--- config.mk ---
export PLATFORM = sky130hd
export DESIGN_NAME = pip_serdiv
export DESIGN_NICKNAME = d
export VERILOG_FILES = /design/src/rtl/pip_pkg.sv /design/src/rtl/pip_serdiv.sv
export SDC_FILE = /design/constraint.sdc
export NUM_CORES = 1
export LEC_CHECK = 0
export BUFFER_PORTS_ARGS = -buffer_cell sky130_fd_sc_hd__buf_2
export CAP_MARGIN = 20
export CORE_MARGIN = 2
export CORE_UTILIZATION = 55
export DETAILED_ROUTE_END_ITERATION = 16
export GPL_TIMING_DRIVEN = 0
export PLACE_DENSITY = 0.77
export SYNTH_ARGS = -nofsm -noshare
export SYNTH_HDL_FRONTEND = slang
export SYNTH_SLANG_ARGS = --single-unit
--- constraint.sdc ---
create_clock -name clk -period 5.32 [get_ports clk]
set_input_delay 0 -clock clk [delete_from_list [all_inputs] [get_ports clk]]
set_output_delay 0 -clock clk [all_outputs]
set_load 0.05 [all_outputs]
--- src/rtl/pip_pkg.sv ---
`timescale 1ns / 1ps
// Shared constants for the point-in-polygon test block.
// Used by the vertex store, the serial multiply-divide unit and the top level.
package pip_pkg;

	localparam int DEF_MAX_VERTICES = 64;
	localparam int DEF_COORD_WIDTH  = 16;

	localparam int VIDX_W = 6;
	localparam int CFG_W  = 7;
	localparam int OUT_DW = 8;

	localparam logic [CFG_W-1:0] CFG_RESET = 7'd1;

	localparam logic CMD_LOAD  = 1'b0;
	localparam logic CMD_QUERY = 1'b1;

endpackage

--- src/rtl/pip_serdiv.sv ---
`timescale 1ns / 1ps
// Bit-serial unit: shift-add multiply of two magnitudes, then restoring division
// of the product, one bit per cycle. Depends on pip_pkg for the default width.
module pip_serdiv #(
	parameter int W = pip_pkg::DEF_COORD_WIDTH + 1
) (
	input  logic                clk,
	input  logic                arst_n,
	input  logic                start,
	input  logic [W-1:0]        a_mag,
	input  logic [W-1:0]        b_mag,
	input  logic [W-1:0]        d_mag,
	input  logic                neg,
	output logic                done,
	output logic signed [W:0]   quot
);
	import pip_pkg::*;

	localparam int CNTW = $clog2(2 * W);

	localparam logic [1:0] PH_IDLE = 2'd0;
	localparam logic [1:0] PH_MUL  = 2'd1;
	localparam logic [1:0] PH_DIV  = 2'd2;

	logic [1:0]      phase_q;
	logic [CNTW-1:0] cnt_q;
	logic            done_q;
	logic [2*W-1:0]  p_q;
	logic [W-1:0]    mcand_q;
	logic [W-1:0]    div_q;
	logic [W-1:0]    rem_q;
	logic            neg_q;

	logic [W:0]        mul_sum;
	logic [W:0]        trial;
	logic [W:0]        diff;
	logic              ge;
	logic signed [W:0] qmag;

	assign mul_sum = {1'b0, p_q[2*W-1:W]} + (p_q[0] ? {1'b0, mcand_q} : '0);
	assign trial   = {rem_q, p_q[2*W-1]};
	assign diff    = trial - {1'b0, div_q};
	assign ge      = trial >= {1'b0, div_q};
	assign qmag    = $signed({1'b0, p_q[W-1:0]});
	assign quot    = neg_q ? -qmag : qmag;
	assign done    = done_q;

	always_ff @(posedge clk or negedge arst_n) begin
		if (!arst_n) begin
			phase_q <= PH_IDLE;
			cnt_q   <= '0;
			done_q  <= 1'b0;
		end else begin
			done_q <= 1'b0;
			case (phase_q)
				PH_IDLE: begin
					if (start) begin
						phase_q <= PH_MUL;
						cnt_q   <= '0;
					end
				end
				PH_MUL: begin
					if (cnt_q == CNTW'(W - 1)) begin
						phase_q <= PH_DIV;
						cnt_q   <= '0;
					end else begin
						cnt_q <= cnt_q + CNTW'(1);
					end
				end
				PH_DIV: begin
					if (cnt_q == CNTW'(2 * W - 1)) begin
						phase_q <= PH_IDLE;
						done_q  <= 1'b1;
					end else begin
						cnt_q <= cnt_q + CNTW'(1);
					end
				end
				default: begin
					phase_q <= PH_IDLE;
				end
			endcase
		end
	end

	always_ff @(posedge clk) begin
		case (phase_q)
			PH_IDLE: begin
				if (start) begin
					p_q     <= {{W{1'b0}}, a_mag};
					mcand_q <= b_mag;
					div_q   <= d_mag;
					neg_q   <= neg;
				end
			end
			PH_MUL: begin
				p_q   <= {mul_sum, p_q[W-1:1]};
				rem_q <= '0;
			end
			PH_DIV: begin
				rem_q <= ge ? diff[W-1:0] : trial[W-1:0];
				p_q   <= {p_q[2*W-2:0], ge};
			end
			default: begin
			end
		endcase
	end

`ifndef SYNTHESIS
	a_start_idle: assert property (@(posedge clk) disable iff (!arst_n)
		start |-> phase_q == PH_IDLE)
		else $error("Divider started while busy.");

	a_div_nonzero: assert property (@(posedge clk) disable iff (!arst_n)
		(phase_q == PH_DIV) |-> div_q != '0)
		else $error("Division by zero in progress.");

	a_rem_bound: assert property (@(posedge clk) disable iff (!arst_n)
		done_q |-> rem_q < div_q)
		else $error("Remainder not below divisor at completion.");
`endif

endmodule

==> results.txt <==
Storage cell area - 0.00281 sq mm
Vias in the first global route - 4,883
Layout Skew - 15.2 ps
Antenna violations before repair - 0
Crit path DAT - 3580 ps
Grt total ovfl - 0
DR vias - 4,981
Util after Layout - 67.7%
Setup crit start kind - register
Synth cell types - 56
Worst vdd ir - 0.000390 V
Count leader, synth - edfxtp_1
Synth top area cells - edfxtp_1, ha_1, xnor2_1, dfrtp_1, a21oi_1
Clk buf depth - 2
Port bufs - 73
First-pass GRT wire length - 22,400 microns
TritonCTS Buffers - 9
Most instantiated cells after synthesis - edfxtp_1, ha_1, nand2_1, a21oi_1, nor2_1
Worst-margin pin slew - 857 ps
Dpl hpwl - 9730 microns
Row count - 38
Worst skew pair latency - 380 ps
Final min period - 3470 ps
Core area - 0.0107 sq mm
Static Leak - 3.04 nW
Top FF cell, synth - edfxtp_1
Worst-path clk slew - 100 ps
P per Cell Area - 649 mW/mm^2
Register area share after synthesis - 46.8%
Area of the multi-input gates - 0.00298 sq mm
Tot Pwr - 4.72 mW
DRC viols - 0
Total Routing Usage GR - 24.5%
RePlAce Congestion - 0.912
Crit end category - register
Post-synth top area share - 43.1%
H-tree levels - 3
Layout cells sized above 1 - 14.1%
Syn. warnings - 0
Nets - 813
Root Driver - clkbuf_8
N_diodes - 0
DR WL/cell - 16.4 microns
Crit Path Max Fanout - 11
Post-synth EDFFs - 86
Initial Util - 55.8%
Number of setup buffers added after CTS - 0
# setup viols final - 0
DRT iter0 DRCs - 451
Largest net degree at the start of global routing - 36
Worst hold path class - in -> reg
Min Hold Slack - 37.9 ps
Worst rel slew slack - 42.9%
P&R area growth vs syn - 21.2%
Die area - 0.0118 sq mm
Yosys reg bits - 95
Fin crit share - 65.2%
Mapped Area - 0.00600 sq mm
Die height - 108 microns
Final slew viol count - 0
Total wire length - 14,100 microns
Max-cap violations - 0
Yosys top cell by area - edfxtp_1
Fin. Hold Viols - 0
Resize count post-CTS - 0
CTS sink count - 95
TritonCTS clock tree - yes
Die X - 108 microns
I/O pin count - 74
Max Freq - 0.288 GHz
Syn nets - 675
Final-layout fill cell count - 856
Vias/cell - 5.81
Outcome - complete, no violations
Critical Path RT - 5430 ps
Path type of the worst setup path - reg -> reg
Ys async rst share - 9.47%
Setup TNS - 0 ps
Synthesized area per cell - 10.4 sq um
RSZ-0062 raised after global routing - no
Initial DRT Pass Iterations - 6
Post-Syn Instances - 575
Antenna Violating Nets Remaining - 0
-- final cells by class --
class                   instances  area share [%]
repair buffers                127            12.6
well taps                     140            2.41
plain buffers                  22            1.45
inverters                      30            1.55
clock buffers                  11            1.94
flip-flops and latches         95            38.6
clock inverters                 5           0.430
multi-input cells             428            41.0
-- worst paths after layout --
| kind | start | slack [ps] | cells after the start | endpoint |
|---|---|---|---|---|
| worst max-delay path | p_q[0]$_DFFE_PP_ | 1850 | 11 | p_q[29]$_DFFE_PP_ |
| worst min-delay path | a_mag[3] | 40 | 3 | p_q[3]$_DFFE_PP_ |
| worst max register to register | p_q[0]$_DFFE_PP_ | 1850 | 11 | p_q[29]$_DFFE_PP_ |
| worst min register to register | cnt_q[5]$_DFFE_PN0P_ | 510 | 1 | cnt_q[5]$_DFFE_PN0P_ |
| max in group asynchronous | arst_n | 4380 | 3 | done$_DFF_PN0_ |
| min in group asynchronous | arst_n | 640 | 3 | phase_q[1]$_DFFE_PN0P_ |
-- per-layer routing --
metal  routed length (microns)  track usage, %  vias up
met4                       367            10.6        0
met5                         0               0        -
met1                      5970            29.9     2372
li1                          -               -     2392
met3                       707            4.28       37
met2                      7050            42.5      180
-- placed cells by master, fill, tap and decap left out, types with 11 or more instances in the layout --
master,synthesis,routed
a21oi_1,40,40
a22oi_1,21,21
and2_1,19,18
buf_2,0,73
clkbuf_1,17,18
dlygate4sd3_1,0,53
edfxtp_1,86,86
ha_1,43,43
inv_1,30,30
nand2_1,42,42
nand2b_1,12,12
nor2_1,39,38
nor2b_1,23,23
o21ai_0,37,37
xnor2_1,31,31
xor2_1,11,11
-- logic make-up after synthesis --
group                      after synthesis  synth area share [%]
AOI/OAI and AO/OA                      166                  18.5
xor gates and xnor gates                42                  6.13
adders and majority gates               45                  9.64
buffers and inverters                   52                  3.63
DFF                                     95                  46.8
muxes                                    8                  1.34
and+or+nand+nor                        167                  13.9
-- what timing repair did --
item	in CTS	in global routing
endpoints found under the setup margin	0	0
hold buffers	53	0
endpoints found under the hold margin	60	0
-- power by group --
part           switching [mW]  internal [mW]
clock                   0.271          0.183
sequential              0.216           1.24
combinational            1.76           1.05
total                    2.25           2.47
-- per-stage QoR --
stage | setup WS (ps) | cells | area [sq um]
6_report | 1850 | 858 | 7270
5_1_grt | 1650 | 858 | 7270
4_1_cts | 1860 | 858 | 7270
3_5_place_dp | 1890 | 789 | 6570
3_3_place_gp | 844 | 788 | 6540
2_1_floorplan | 1900 | 575 | 6000
-- worst max-delay path, stage by stage, from the launching register on --
cell      delay [ps]
edfxtp_1         650
clkbuf_1         290
nand2_1          160
inv_1             80
ha_1             230
a211oi_1         300
o21ai_0          170
a31oi_1          340
o21ai_0          270
o31ai_1          440
xor2_1           180
o21ai_0           80
-- registers in the layout (all words and copies together) (netlist names) --
| name | count |
|---|---|
| rem_q | 17 |
| p_q | 34 |
| mcand_q | 17 |
| neg_q | 1 |
| done | 1 |
| div_q | 17 |
| phase_q | 2 |
| cnt_q | 6 |
(Power assumes the default switching activity.)
